===== src/bte_pkg.sv =====
// ----------------------------------------------------------------------------
// bte_pkg
// Shared types and constants of the beat tempo median estimator.
// ----------------------------------------------------------------------------
package bte_pkg;

	localparam int RING_DEPTH_DEF = 8;

	localparam logic [15:0] VOLUME_GATE_RST = 16'd500;
	localparam logic [15:0] BASELINE_ALPHA_RST = 16'd1311;
	localparam logic [11:0] MIN_INTERVAL_RST = 12'd300;
	localparam logic [11:0] MAX_INTERVAL_RST = 12'd1200;

	// 100.0 in Q24.16.
	localparam logic [39:0] BASELINE_RST = 40'd6553600;

	// 60000 * 256, the tempo numerator.
	localparam logic [23:0] TEMPO_NUM = 24'd15360000;
	localparam logic [11:0] MEDIAN_FLOOR = 12'd50;
	localparam int MIN_INTERVALS = 3;

	localparam logic [1:0] REG_VOLUME_GATE = 2'd0;
	localparam logic [1:0] REG_BASELINE_ALPHA = 2'd1;
	localparam logic [1:0] REG_MIN_INTERVAL = 2'd2;
	localparam logic [1:0] REG_MAX_INTERVAL = 2'd3;

	typedef struct packed {
		logic [15:0] volume_gate;
		logic [15:0] baseline_alpha;
		logic [11:0] min_interval_ms;
		logic [11:0] max_interval_ms;
	} cfg_t;

	// One classified frame handed from the front to the back.
	typedef struct packed {
		logic [23:0] flux;
		logic        gated;
		logic        taken;
		logic [11:0] interval;
	} task_t;

endpackage


===== src/bte_if.sv =====
// ----------------------------------------------------------------------------
// bte_if
// Valid/ready channels for input frames and result words.
// ----------------------------------------------------------------------------
interface bte_frame_if;
	logic        valid;
	logic        ready;
	logic [15:0] audio_level;
	logic [23:0] bass_power;
	logic        beat_flag;
	logic [31:0] time_ms;

	modport source(output valid, audio_level, bass_power, beat_flag, time_ms, input ready);
	modport sink(input valid, audio_level, bass_power, beat_flag, time_ms, output ready);
endinterface

interface bte_result_if;
	logic        valid;
	logic        ready;
	logic [23:0] flux;
	logic [23:0] flux_baseline;
	logic [15:0] tempo_q8;
	logic [3:0]  interval_total;
	logic        gated;
	logic        interval_taken;

	modport source(output valid, flux, flux_baseline, tempo_q8, interval_total, gated,
		interval_taken, input ready);
	modport sink(input valid, flux, flux_baseline, tempo_q8, interval_total, gated,
		interval_taken, output ready);
endinterface


===== src/bte_front.sv =====
// ----------------------------------------------------------------------------
// bte_front
// Accepts frames, applies the gate, computes flux and classifies the beat.
// ----------------------------------------------------------------------------
module bte_front (
	input  logic               clk,
	input  logic               arst_n,
	bte_frame_if.sink          frame,
	input  bte_pkg::cfg_t      cfg,
	input  logic               full,
	output logic               push,
	output bte_pkg::task_t     word
);

	logic [23:0] prev_bass_q;
	logic [31:0] last_beat_q;
	logic        gated;
	logic [31:0] interval;

	assign frame.ready = !full;
	assign push = frame.valid && !full;

	assign gated = frame.audio_level < cfg.volume_gate;
	assign interval = frame.time_ms - last_beat_q;

	always_comb begin
		word.gated = gated;
		word.flux = (!gated && frame.bass_power > prev_bass_q) ?
			frame.bass_power - prev_bass_q : 24'd0;
		word.interval = interval[11:0];
		word.taken = !gated && frame.beat_flag && (last_beat_q != 32'd0)
			&& (interval >= {20'd0, cfg.min_interval_ms})
			&& (interval <= {20'd0, cfg.max_interval_ms});
	end

	always_ff @(posedge clk or negedge arst_n) begin
		if (!arst_n) begin
			prev_bass_q <= '0;
			last_beat_q <= '0;
		end else if (push) begin
			if (gated) begin
				prev_bass_q <= '0;
			end else begin
				prev_bass_q <= frame.bass_power;
				if (frame.beat_flag) begin
					last_beat_q <= frame.time_ms;
				end
			end
		end
	end

endmodule


===== src/bte_fifo.sv =====
// ----------------------------------------------------------------------------
// bte_fifo
// Two-word queue between the front and the back.
// ----------------------------------------------------------------------------
module bte_fifo (
	input  logic           clk,
	input  logic           arst_n,
	input  logic           push,
	input  bte_pkg::task_t push_word,
	input  logic           pop,
	output logic           full,
	output logic           not_empty,
	output bte_pkg::task_t pop_word
);

	bte_pkg::task_t mem_q [2];
	logic           wr_q;
	logic           rd_q;
	logic [1:0]     count_q;

	assign full = count_q == 2'd2;
	assign not_empty = count_q != 2'd0;
	assign pop_word = mem_q[rd_q];

	always_ff @(posedge clk) begin
		if (push) begin
			mem_q[wr_q] <= push_word;
		end
	end

	always_ff @(posedge clk or negedge arst_n) begin
		if (!arst_n) begin
			wr_q <= 1'b0;
			rd_q <= 1'b0;
			count_q <= 2'd0;
		end else begin
			if (push) begin
				wr_q <= !wr_q;
			end
			if (pop) begin
				rd_q <= !rd_q;
			end
			if (push && !pop) begin
				count_q <= count_q + 2'd1;
			end else if (pop && !push) begin
				count_q <= count_q - 2'd1;
			end
		end
	end

endmodule


===== src/bte_back.sv =====
// ----------------------------------------------------------------------------
// bte_back
// Baseline update, interval ring, sorted median and serial tempo divide.
// ----------------------------------------------------------------------------
module bte_back #(
	parameter int RING_DEPTH = bte_pkg::RING_DEPTH_DEF
) (
	input  logic           clk,
	input  logic           arst_n,
	input  bte_pkg::cfg_t  cfg,
	input  logic           task_valid,
	input  bte_pkg::task_t task_word,
	output logic           pop,
	bte_result_if.source   result
);

	localparam int FILL_W = $clog2(RING_DEPTH + 1);
	localparam int POS_W = $clog2(RING_DEPTH);
	localparam int CNT_W = (FILL_W > 5) ? FILL_W : 5;

	typedef enum logic [3:0] {
		S_IDLE, S_MUL, S_ACC, S_LOAD, S_SORT, S_SHIFT, S_MED, S_DIV, S_TEMPO, S_OUT
	} state_t;

	state_t         state_q;
	bte_pkg::task_t task_q;
	logic [56:0]    keep_q;
	logic [55:0]    add_q;
	logic [39:0]    acc_q;
	logic [11:0]    ring_q [RING_DEPTH];
	logic [11:0]    sort_q [RING_DEPTH];
	logic [11:0]    sort_nxt [RING_DEPTH];
	logic [POS_W-1:0]  wpos_q;
	logic [FILL_W-1:0] fill_q;
	logic [FILL_W-1:0] fill_nxt;
	logic [FILL_W-1:0] shifts;
	logic [CNT_W-1:0]  cnt_q;
	logic [11:0]    med_q;
	logic [11:0]    median;
	logic [11:0]    rem_q;
	logic [12:0]    trial;
	logic [23:0]    num_q;
	logic [23:0]    quo_q;
	logic [15:0]    tempo_q;
	logic [57:0]    acc_sum;
	logic           res_valid_q;
	logic [23:0]    res_flux_q;
	logic [23:0]    res_base_q;
	logic [15:0]    res_tempo_q;
	logic [3:0]     res_total_q;
	logic           res_gated_q;
	logic           res_taken_q;

	assign pop = (state_q == S_IDLE) && task_valid;

	assign acc_sum = 58'(keep_q) + 58'(add_q);
	assign fill_nxt = (fill_q < FILL_W'(RING_DEPTH)) ? fill_q + 1'b1 : fill_q;
	assign shifts = (fill_q - 1'b1) >> 1;
	assign median = fill_q[0] ? sort_q[0] : 12'((13'(sort_q[0]) + 13'(sort_q[1])) >> 1);
	assign trial = {rem_q, num_q[23]};

	// Sort array next value: load with padding, transposition step, or shift down.
	always_comb begin
		for (int i = 0; i < RING_DEPTH; i++) begin
			sort_nxt[i] = sort_q[i];
		end
		if (state_q == S_LOAD) begin
			for (int i = 0; i < RING_DEPTH; i++) begin
				sort_nxt[i] = (FILL_W'(i) < fill_q) ? ring_q[i] : 12'hFFF;
			end
		end else if (state_q == S_SORT) begin
			for (int i = 0; i < RING_DEPTH - 1; i++) begin
				if ((i % 2) == int'(cnt_q[0]) && sort_q[i] > sort_q[i+1]) begin
					sort_nxt[i] = sort_q[i+1];
					sort_nxt[i+1] = sort_q[i];
				end
			end
		end else if (state_q == S_SHIFT) begin
			for (int i = 0; i < RING_DEPTH - 1; i++) begin
				sort_nxt[i] = sort_q[i+1];
			end
			sort_nxt[RING_DEPTH-1] = 12'hFFF;
		end
	end

	always_ff @(posedge clk) begin
		if (pop) begin
			task_q <= task_word;
		end
		if (state_q == S_MUL) begin
			keep_q <= acc_q * (17'h10000 - 17'(cfg.baseline_alpha));
			add_q <= {40'(task_q.flux) * 40'(cfg.baseline_alpha), 16'd0};
		end
		if (state_q == S_ACC && task_q.taken) begin
			ring_q[wpos_q] <= task_q.interval;
		end
		for (int i = 0; i < RING_DEPTH; i++) begin
			sort_q[i] <= sort_nxt[i];
		end
		if (state_q == S_MED) begin
			med_q <= median;
			rem_q <= '0;
			num_q <= bte_pkg::TEMPO_NUM;
		end else if (state_q == S_DIV) begin
			num_q <= {num_q[22:0], 1'b0};
			if (trial >= {1'b0, med_q}) begin
				rem_q <= 12'(trial - {1'b0, med_q});
				quo_q <= {quo_q[22:0], 1'b1};
			end else begin
				rem_q <= trial[11:0];
				quo_q <= {quo_q[22:0], 1'b0};
			end
		end
		if (state_q == S_OUT && (!res_valid_q || result.ready)) begin
			res_flux_q <= task_q.flux;
			res_base_q <= acc_q[39:16];
			res_tempo_q <= tempo_q;
			res_total_q <= (fill_q > FILL_W'(15)) ? 4'd15 : 4'(fill_q);
			res_gated_q <= task_q.gated;
			res_taken_q <= task_q.taken;
		end
	end

	always_ff @(posedge clk or negedge arst_n) begin
		if (!arst_n) begin
			state_q <= S_IDLE;
			acc_q <= bte_pkg::BASELINE_RST;
			wpos_q <= '0;
			fill_q <= '0;
			cnt_q <= '0;
			tempo_q <= '0;
			res_valid_q <= 1'b0;
		end else begin
			if (state_q == S_OUT && (!res_valid_q || result.ready)) begin
				res_valid_q <= 1'b1;
			end else if (result.ready) begin
				res_valid_q <= 1'b0;
			end
			unique case (state_q)
				S_IDLE: begin
					if (task_valid) begin
						state_q <= S_MUL;
					end
				end
				S_MUL: begin
					state_q <= task_q.gated ? S_OUT : S_ACC;
				end
				S_ACC: begin
					acc_q <= acc_sum[55:16];
					if (task_q.taken) begin
						wpos_q <= (wpos_q == POS_W'(RING_DEPTH - 1)) ? '0 : wpos_q + 1'b1;
						fill_q <= fill_nxt;
						state_q <= (fill_nxt >= FILL_W'(bte_pkg::MIN_INTERVALS)) ?
							S_LOAD : S_OUT;
					end else begin
						state_q <= S_OUT;
					end
				end
				S_LOAD: begin
					cnt_q <= '0;
					state_q <= S_SORT;
				end
				S_SORT: begin
					if (cnt_q == CNT_W'(RING_DEPTH - 1)) begin
						cnt_q <= '0;
						state_q <= S_SHIFT;
					end else begin
						cnt_q <= cnt_q + 1'b1;
					end
				end
				S_SHIFT: begin
					if (cnt_q == CNT_W'(shifts) - 1'b1) begin
						state_q <= S_MED;
					end else begin
						cnt_q <= cnt_q + 1'b1;
					end
				end
				S_MED: begin
					cnt_q <= '0;
					state_q <= (median <= bte_pkg::MEDIAN_FLOOR) ? S_OUT : S_DIV;
				end
				S_DIV: begin
					if (cnt_q == CNT_W'(23)) begin
						state_q <= S_TEMPO;
					end else begin
						cnt_q <= cnt_q + 1'b1;
					end
				end
				S_TEMPO: begin
					tempo_q <= (quo_q > 24'd65535) ? 16'hFFFF : quo_q[15:0];
					state_q <= S_OUT;
				end
				S_OUT: begin
					if (!res_valid_q || result.ready) begin
						state_q <= S_IDLE;
					end
				end
				default: state_q <= S_IDLE;
			endcase
		end
	end

	assign result.valid = res_valid_q;
	assign result.flux = res_flux_q;
	assign result.flux_baseline = res_base_q;
	assign result.tempo_q8 = res_tempo_q;
	assign result.interval_total = res_total_q;
	assign result.gated = res_gated_q;
	assign result.interval_taken = res_taken_q;

`ifndef SYNTH
	a_fill_bound: assert property (@(posedge clk) disable iff (!arst_n)
		fill_q <= FILL_W'(RING_DEPTH))
		else $error("interval fill count beyond ring depth");
	a_sort_needs_fill: assert property (@(posedge clk) disable iff (!arst_n)
		(state_q == S_SORT) |-> (fill_q >= FILL_W'(bte_pkg::MIN_INTERVALS)))
		else $error("median sort started with too few intervals");
	a_tempo_from_div: assert property (@(posedge clk) disable iff (!arst_n)
		(tempo_q != $past(tempo_q)) |-> ($past(state_q) == S_TEMPO))
		else $error("tempo changed outside the divide result step");
`endif

endmodule


===== src/beat_tempo_median_estimator_unit.sv =====
// ----------------------------------------------------------------------------
// beat_tempo_median_estimator_unit
// Gated bass flux, EMA baseline and median inter-beat tempo per audio frame.
// ----------------------------------------------------------------------------
// A gated frame passes the idle, multiply and output states; any other frame also
// passes the accumulate state. A stored interval with three or more in the ring
// adds the load, sort, shift and median states, plus the restoring divide and
// saturation unless the median is 50 ms or less.
// The back end handles one frame at a time. Reset clears all control state;
// registers take their defaults.
module beat_tempo_median_estimator_unit #(
	parameter int RING_DEPTH = bte_pkg::RING_DEPTH_DEF
) (
	input  logic        clk,
	input  logic        arst_n,
	bte_frame_if.sink   frame,
	bte_result_if.source result,
	input  logic        psel,
	input  logic        penable,
	input  logic        pwrite,
	input  logic [3:0]  paddr,
	input  logic [31:0] pwdata,
	output logic [31:0] prdata,
	output logic        pready
);

	bte_pkg::cfg_t  cfg_q;
	bte_pkg::task_t push_word;
	bte_pkg::task_t pop_word;
	logic           push;
	logic           pop;
	logic           full;
	logic           not_empty;

	assign pready = 1'b1;

	always_ff @(posedge clk or negedge arst_n) begin
		if (!arst_n) begin
			cfg_q.volume_gate <= bte_pkg::VOLUME_GATE_RST;
			cfg_q.baseline_alpha <= bte_pkg::BASELINE_ALPHA_RST;
			cfg_q.min_interval_ms <= bte_pkg::MIN_INTERVAL_RST;
			cfg_q.max_interval_ms <= bte_pkg::MAX_INTERVAL_RST;
		end else if (psel && penable && pwrite) begin
			unique case (paddr[3:2])
				bte_pkg::REG_VOLUME_GATE: cfg_q.volume_gate <= pwdata[15:0];
				bte_pkg::REG_BASELINE_ALPHA: cfg_q.baseline_alpha <= pwdata[15:0];
				bte_pkg::REG_MIN_INTERVAL: cfg_q.min_interval_ms <= pwdata[11:0];
				bte_pkg::REG_MAX_INTERVAL: cfg_q.max_interval_ms <= pwdata[11:0];
				default: ;
			endcase
		end
	end

	always_comb begin
		unique case (paddr[3:2])
			bte_pkg::REG_VOLUME_GATE: prdata = {16'd0, cfg_q.volume_gate};
			bte_pkg::REG_BASELINE_ALPHA: prdata = {16'd0, cfg_q.baseline_alpha};
			bte_pkg::REG_MIN_INTERVAL: prdata = {20'd0, cfg_q.min_interval_ms};
			bte_pkg::REG_MAX_INTERVAL: prdata = {20'd0, cfg_q.max_interval_ms};
			default: prdata = '0;
		endcase
	end

	bte_front u_front (
		.clk    (clk),
		.arst_n (arst_n),
		.frame  (frame),
		.cfg    (cfg_q),
		.full   (full),
		.push   (push),
		.word   (push_word)
	);

	bte_fifo u_fifo (
		.clk       (clk),
		.arst_n    (arst_n),
		.push      (push),
		.push_word (push_word),
		.pop       (pop),
		.full      (full),
		.not_empty (not_empty),
		.pop_word  (pop_word)
	);

	bte_back #(
		.RING_DEPTH (RING_DEPTH)
	) u_back (
		.clk        (clk),
		.arst_n     (arst_n),
		.cfg        (cfg_q),
		.task_valid (not_empty),
		.task_word  (pop_word),
		.pop        (pop),
		.result     (result)
	);

endmodule

===== src/flat_wrapper.sv =====
// flat-port wrapper written by rule: the top's interface ports become plain ports
module beat_tempo_median_estimator_unit_flat 
#(
	parameter int RING_DEPTH = bte_pkg::RING_DEPTH_DEF
)
  (clk, arst_n, psel, penable, pwrite, paddr, pwdata, prdata, pready, frame_valid, frame_audio_level, frame_bass_power, frame_beat_flag, frame_time_ms, frame_ready, result_valid, result_flux, result_flux_baseline, result_tempo_q8, result_interval_total, result_gated, result_interval_taken, result_ready);
  bte_frame_if frame_i ();
  bte_result_if result_i ();
  input  logic clk;
  input  logic arst_n;
  input  logic psel;
  input  logic penable;
  input  logic pwrite;
  input  logic [3:0] paddr;
  input  logic [31:0] pwdata;
  output logic [31:0] prdata;
  output logic pready;
  input wire logic [$bits(frame_i.valid)-1:0] frame_valid;
  input wire logic [$bits(frame_i.audio_level)-1:0] frame_audio_level;
  input wire logic [$bits(frame_i.bass_power)-1:0] frame_bass_power;
  input wire logic [$bits(frame_i.beat_flag)-1:0] frame_beat_flag;
  input wire logic [$bits(frame_i.time_ms)-1:0] frame_time_ms;
  output wire logic [$bits(frame_i.ready)-1:0] frame_ready;
  output wire logic [$bits(result_i.valid)-1:0] result_valid;
  output wire logic [$bits(result_i.flux)-1:0] result_flux;
  output wire logic [$bits(result_i.flux_baseline)-1:0] result_flux_baseline;
  output wire logic [$bits(result_i.tempo_q8)-1:0] result_tempo_q8;
  output wire logic [$bits(result_i.interval_total)-1:0] result_interval_total;
  output wire logic [$bits(result_i.gated)-1:0] result_gated;
  output wire logic [$bits(result_i.interval_taken)-1:0] result_interval_taken;
  input wire logic [$bits(result_i.ready)-1:0] result_ready;
  assign frame_i.valid = frame_valid;
  assign frame_i.audio_level = frame_audio_level;
  assign frame_i.bass_power = frame_bass_power;
  assign frame_i.beat_flag = frame_beat_flag;
  assign frame_i.time_ms = frame_time_ms;
  assign frame_ready = frame_i.ready;
  assign result_valid = result_i.valid;
  assign result_flux = result_i.flux;
  assign result_flux_baseline = result_i.flux_baseline;
  assign result_tempo_q8 = result_i.tempo_q8;
  assign result_interval_total = result_i.interval_total;
  assign result_gated = result_i.gated;
  assign result_interval_taken = result_i.interval_taken;
  assign result_i.ready = result_ready;
  beat_tempo_median_estimator_unit #(.RING_DEPTH(RING_DEPTH)) u_core (.clk(clk), .arst_n(arst_n), .frame(frame_i), .result(result_i), .psel(psel), .penable(penable), .pwrite(pwrite), .paddr(paddr), .pwdata(pwdata), .prdata(prdata), .pready(pready));
endmodule

===== config.mk =====
export PLATFORM = sky130hd
export DESIGN_NAME = beat_tempo_median_estimator_unit_flat
export DESIGN_NICKNAME = d
export VERILOG_FILES = /design/src/bte_pkg.sv /design/src/bte_if.sv /design/src/bte_front.sv /design/src/bte_fifo.sv /design/src/bte_back.sv /design/src/beat_tempo_median_estimator_unit.sv /design/src/flat_wrapper.sv
export SDC_FILE = /design/constraint.sdc
export NUM_CORES = 2
export LEC_CHECK = 0
export BUFFER_PORTS_ARGS = -buffer_cell sky130_fd_sc_hd__buf_2
export CAP_MARGIN = 20
export CORE_ASPECT_RATIO = 0.6
export CORE_MARGIN = 5
export CORE_UTILIZATION = 45
export CTS_BUF_LIST = sky130_fd_sc_hd__clkbuf_8 sky130_fd_sc_hd__clkbuf_16
export CTS_CLUSTER_DIAMETER = 50
export DETAILED_ROUTE_END_ITERATION = 16
export PLACE_DENSITY = 0.72
export RECOVER_POWER = 50
export SLEW_MARGIN = 10
export SYNTH_ARGS = -nofsm -noshare
export SYNTH_HDL_FRONTEND = slang
export SYNTH_HIERARCHICAL = 1
export SYNTH_SLANG_ARGS = --single-unit

===== constraint.sdc =====
create_clock -name clk -period 7.6 [get_ports clk]
set_input_delay 0.76 -clock clk [delete_from_list [all_inputs] [get_ports clk]]
set_output_delay 0.76 -clock clk [all_outputs]
set_load 0.02 [all_outputs]

==> results_dict.tcl <==
set metrics [dict create \
    die_h_microns 313 \
    grt-ovfl-total 0 \
    synthCells 6878 \
    die_w_microns 515 \
    ys_async_sr_fraction 0.268 \
    die-area_sq_um 161000 \
    initial_utilization 0.452 \
    wl_per_cell_microns 20.7 \
    viasPerCell 5.49 \
    drive_gt1_frac 0.114 \
    port-buffer-count 185 \
    hold_ws_ns 0.305 \
    cpPeakStageDelay_ns 0.57 \
    cts-buffers-inserted 79 \
    start_kind "register" \
    critPathKind "register to register" \
    core_sq_um 152000 \
    crit_path_top_delay_cell "a2111o_1" \
    min_period_over_period 1.05 \
    finalHoldViolCount 0 \
    worst_slack_ns -0.359 \
    dp_cells 9083 \
    dr_wl_met3_mm 23.7 \
    drtIter0Drc 5014 \
    final.setup.tns_ns -2.26 \
    antenna_left 0 \
    cp_common_cell "fa_1" \
    syn-cell-area_sq_um 68800 \
    status "finished with violations" \
    grt_pass1_vias 52300 \
    grt_pass1_wl_mm 300 \
    report.final.slew_viol_count 259 \
    hp-class "input pin to register" \
    avgSynthCellArea_sq_um 10.0 \
    nNetsFinal 8704 \
    worstPathArrival_ns 8.38 \
    rrSetupSlack_ns -0.36 \
    hpwl_mm 148 \
    io_pins 221 \
    dr_wl_met2_mm 78.6 \
    maxCapViolations 7 \
    firstDrtPassIters 6 \
    fin_skew_ns 0.0391 \
    synth_warnings 6 \
    register_area_sq_um 20000 \
    clkTransAtPathRegs_ns 0.06 \
    clock_path_buffers 3 \
    grt_max_degree 98 \
    vias 51000 \
    multi_input_area_sq_um 43600 \
    seq_area_frac_synth 0.291 \
    drc 0 \
    slew_headroom -3.10 \
    clock-sinks 704 \
    antenna_found_initial 17 \
    rows 111 \
    grt_usage 0.238 \
    ys_seq_elements 704 \
    nFillCells 13400 \
    synth_ff_type "edfxtp_1" \
    fmax_mhz 126 \
    rsz0062_at_grt "true" \
    final_cells 9299 \
    layout_min_cycle_time_ns 7.96 \
    violations "max-capacitance violations, max-slew violations, negative setup slack" \
    met1_length_mm 85.5 \
    tightestPinTransition_ns 6.16 \
    path_max_fanout 8 \
    clk_latency_ns 0.70 \
    preCtsSetupSlack_ns -0.653 \
    synth.distinct_cells 105 \
    synth-edff-count 492 \
    required_ns 8.03 \
    htreeDepth 3 \
    cts_tree "yes" \
    gp_congestion 0.934 \
    top_layer_used "met5" \
    cts_root_buf "clkbuf_16" \
    drt-total-wl_mm 192 \
    cp-end-kind "register" \
    setup_violations 10 \
    areaGrowthSynthToFinish_pct 12.6 \
]
metrics by stage:
step,cell area [sq um],utilization
floorplan,68900,-
global placement,73500,0.483
detailed placement,73600,0.484
CTS,77200,0.507
global route,77400,0.509
finish,77500,0.509
synthesized netlist by cell type, types with 11 or more instances:
cell type	number	area (sq um)
o21ai_0	213	1070
nand2b_1	49	307
o21bai_1	21	158
o21ai_1	18	90.1
dfstp_2	24	631
a21o_1	130	976
nand4_1	54	338
o211ai_1	12	90.1
nand3_1	84	420
mux2_2	84	946
xor2_1	75	657
o22a_1	16	140
a31oi_1	24	150
buf_4	24	180
nor2b_1	46	288
nand2_1	880	3300
a211oi_1	15	113
nor4_1	28	175
dfxtp_1	23	460
nor3_1	51	255
nor2_1	342	1280
ha_1	518	6480
mux2i_1	22	220
a21oi_1	246	1230
and2_1	369	2310
o21a_1	22	165
inv_1	1222	4590
fa_1	878	17600
dfrtp_1	165	4130
or3_1	12	75.1
buf_1	20	75.1
and4_1	11	96.3
edfxtp_1	492	14800
clkbuf_1	273	1020
a221oi_1	66	578
xnor2_1	112	981
mux2_1	26	293
mux2_4	20	300
and3_1	19	119
worst paths after layout:
kind | endpoint | from | depth (start not counted)
min in group asynchronous | u_core/u_back/cnt_q[2] | arst_n | 1
min reg2reg | u_core/u_back/num_q[13] | u_core/u_back/num_q[13] | 2
max reg2reg | u_core/u_back/keep_q[55] | u_core/cfg_q[24] | 33
max | u_core/u_back/keep_q[55] | u_core/cfg_q[24] | 33
max in group asynchronous | u_core/cfg_q[39] | arst_n | 2
min | u_core/u_front/last_beat_q[25] | frame_time_ms[25] | 2
cell families (layout without fill, tap and decap cells):
| logic type | count (synthesis) | count (layout) | share of synthesized area |
|---|---|---|---|
| xor gates and xnor gates | 187 | 187 | 0.0238 |
| DFF | 704 | 704 | 0.291 |
| muxes | 164 | 164 | 0.0298 |
| and+or+nand+nor | 1981 | 1981 | 0.135 |
| other | 2 | 23 | 0.000109 |
| adders and majority gates | 1396 | 1396 | 0.350 |
| AOI/OAI and AO/OA | 889 | 889 | 0.0835 |
| buffers and inverters | 1555 | 1921 | 0.0873 |
layout by cell type, fill, tap and decap left out, types with 46 or more instances in the layout:
cell type     n
a21o_1      130
a21oi_1     234
a221oi_1     65
and2_1      361
buf_2       111
buf_4       261
clkbuf_1    111
clkbuf_16    84
dfrtp_1     164
edfxtp_1    492
fa_1        857
ha_1        504
inv_1      1224
mux2_1       58
mux2_2       71
nand2_1     873
nand2b_1     49
nand3_1      82
nand4_1      54
nor2_1      337
nor2b_1      46
nor3_1       49
o21ai_0     201
xnor2_1     100
xor2_1       71
registers in the layout, indices dropped and copies added (netlist names), 5 cells and up:
| register | flops |
|---|---|
| u_core/u_fifo/mem_q | 76 |
| u_core/u_back/med_q | 12 |
| u_core/cfg_q | 56 |
| u_core/u_back/keep_q | 40 |
| u_core/u_back/acc_q | 40 |
| u_core/u_back/rem_q | 12 |
| u_core/u_back/cnt_q | 5 |
| u_core/u_front/last_beat_q | 32 |
| u_core/u_back/num_q | 11 |
| u_core/u_back/sort_q | 96 |
| u_core/u_back/tempo_q | 16 |
| u_core/u_back/ring_q | 96 |
| u_core/u_back/task_q | 38 |
| u_core/u_front/prev_bass_q | 24 |
| u_core/u_back/result.flux | 24 |
| u_core/u_back/quo_q | 24 |
| u_core/u_back/result.tempo_q8 | 16 |
| u_core/u_back/result.flux_baseline | 24 |
| u_core/u_back/add_q | 40 |
area by class of cell:
class                      instances  area share
inverter                        1225      0.0594
timing repair buffer             548      0.0514
tap                             2034      0.0329
clock inverter                    62     0.00834
multi-input combinational       4634       0.562
clock buffer                      86      0.0273
sequential                       704       0.258
antenna                            6    0.000194
critical path, delay by kind of cell (launching register included):
family	cells	cell delay, ns
flops	1	0.37
simple gates	7	1.04
buf+inv	9	0.99
xor+xnor	2	0.21
fa+ha+maj	8	3.44
compound gates	7	1.63
metal layers:
layer	up-vias	track usage
li1	22800	-
met1	25500	0.353
met2	2442	0.332
met3	318	0.0828
met4	8	0.0607
met5	-	0
what timing repair did:
action                     in CTS  in global routing
setup endpoints to repair      19                 37
buffers inserted               35                 18
resized for setup              93                 92
hold buffers                    0                  0
gates cloned                    2                  1
pin swaps                      37                 70
Power is not shown: default switching activity piles up to over one toggle a cycle in this logic, so the estimate is an artifact.
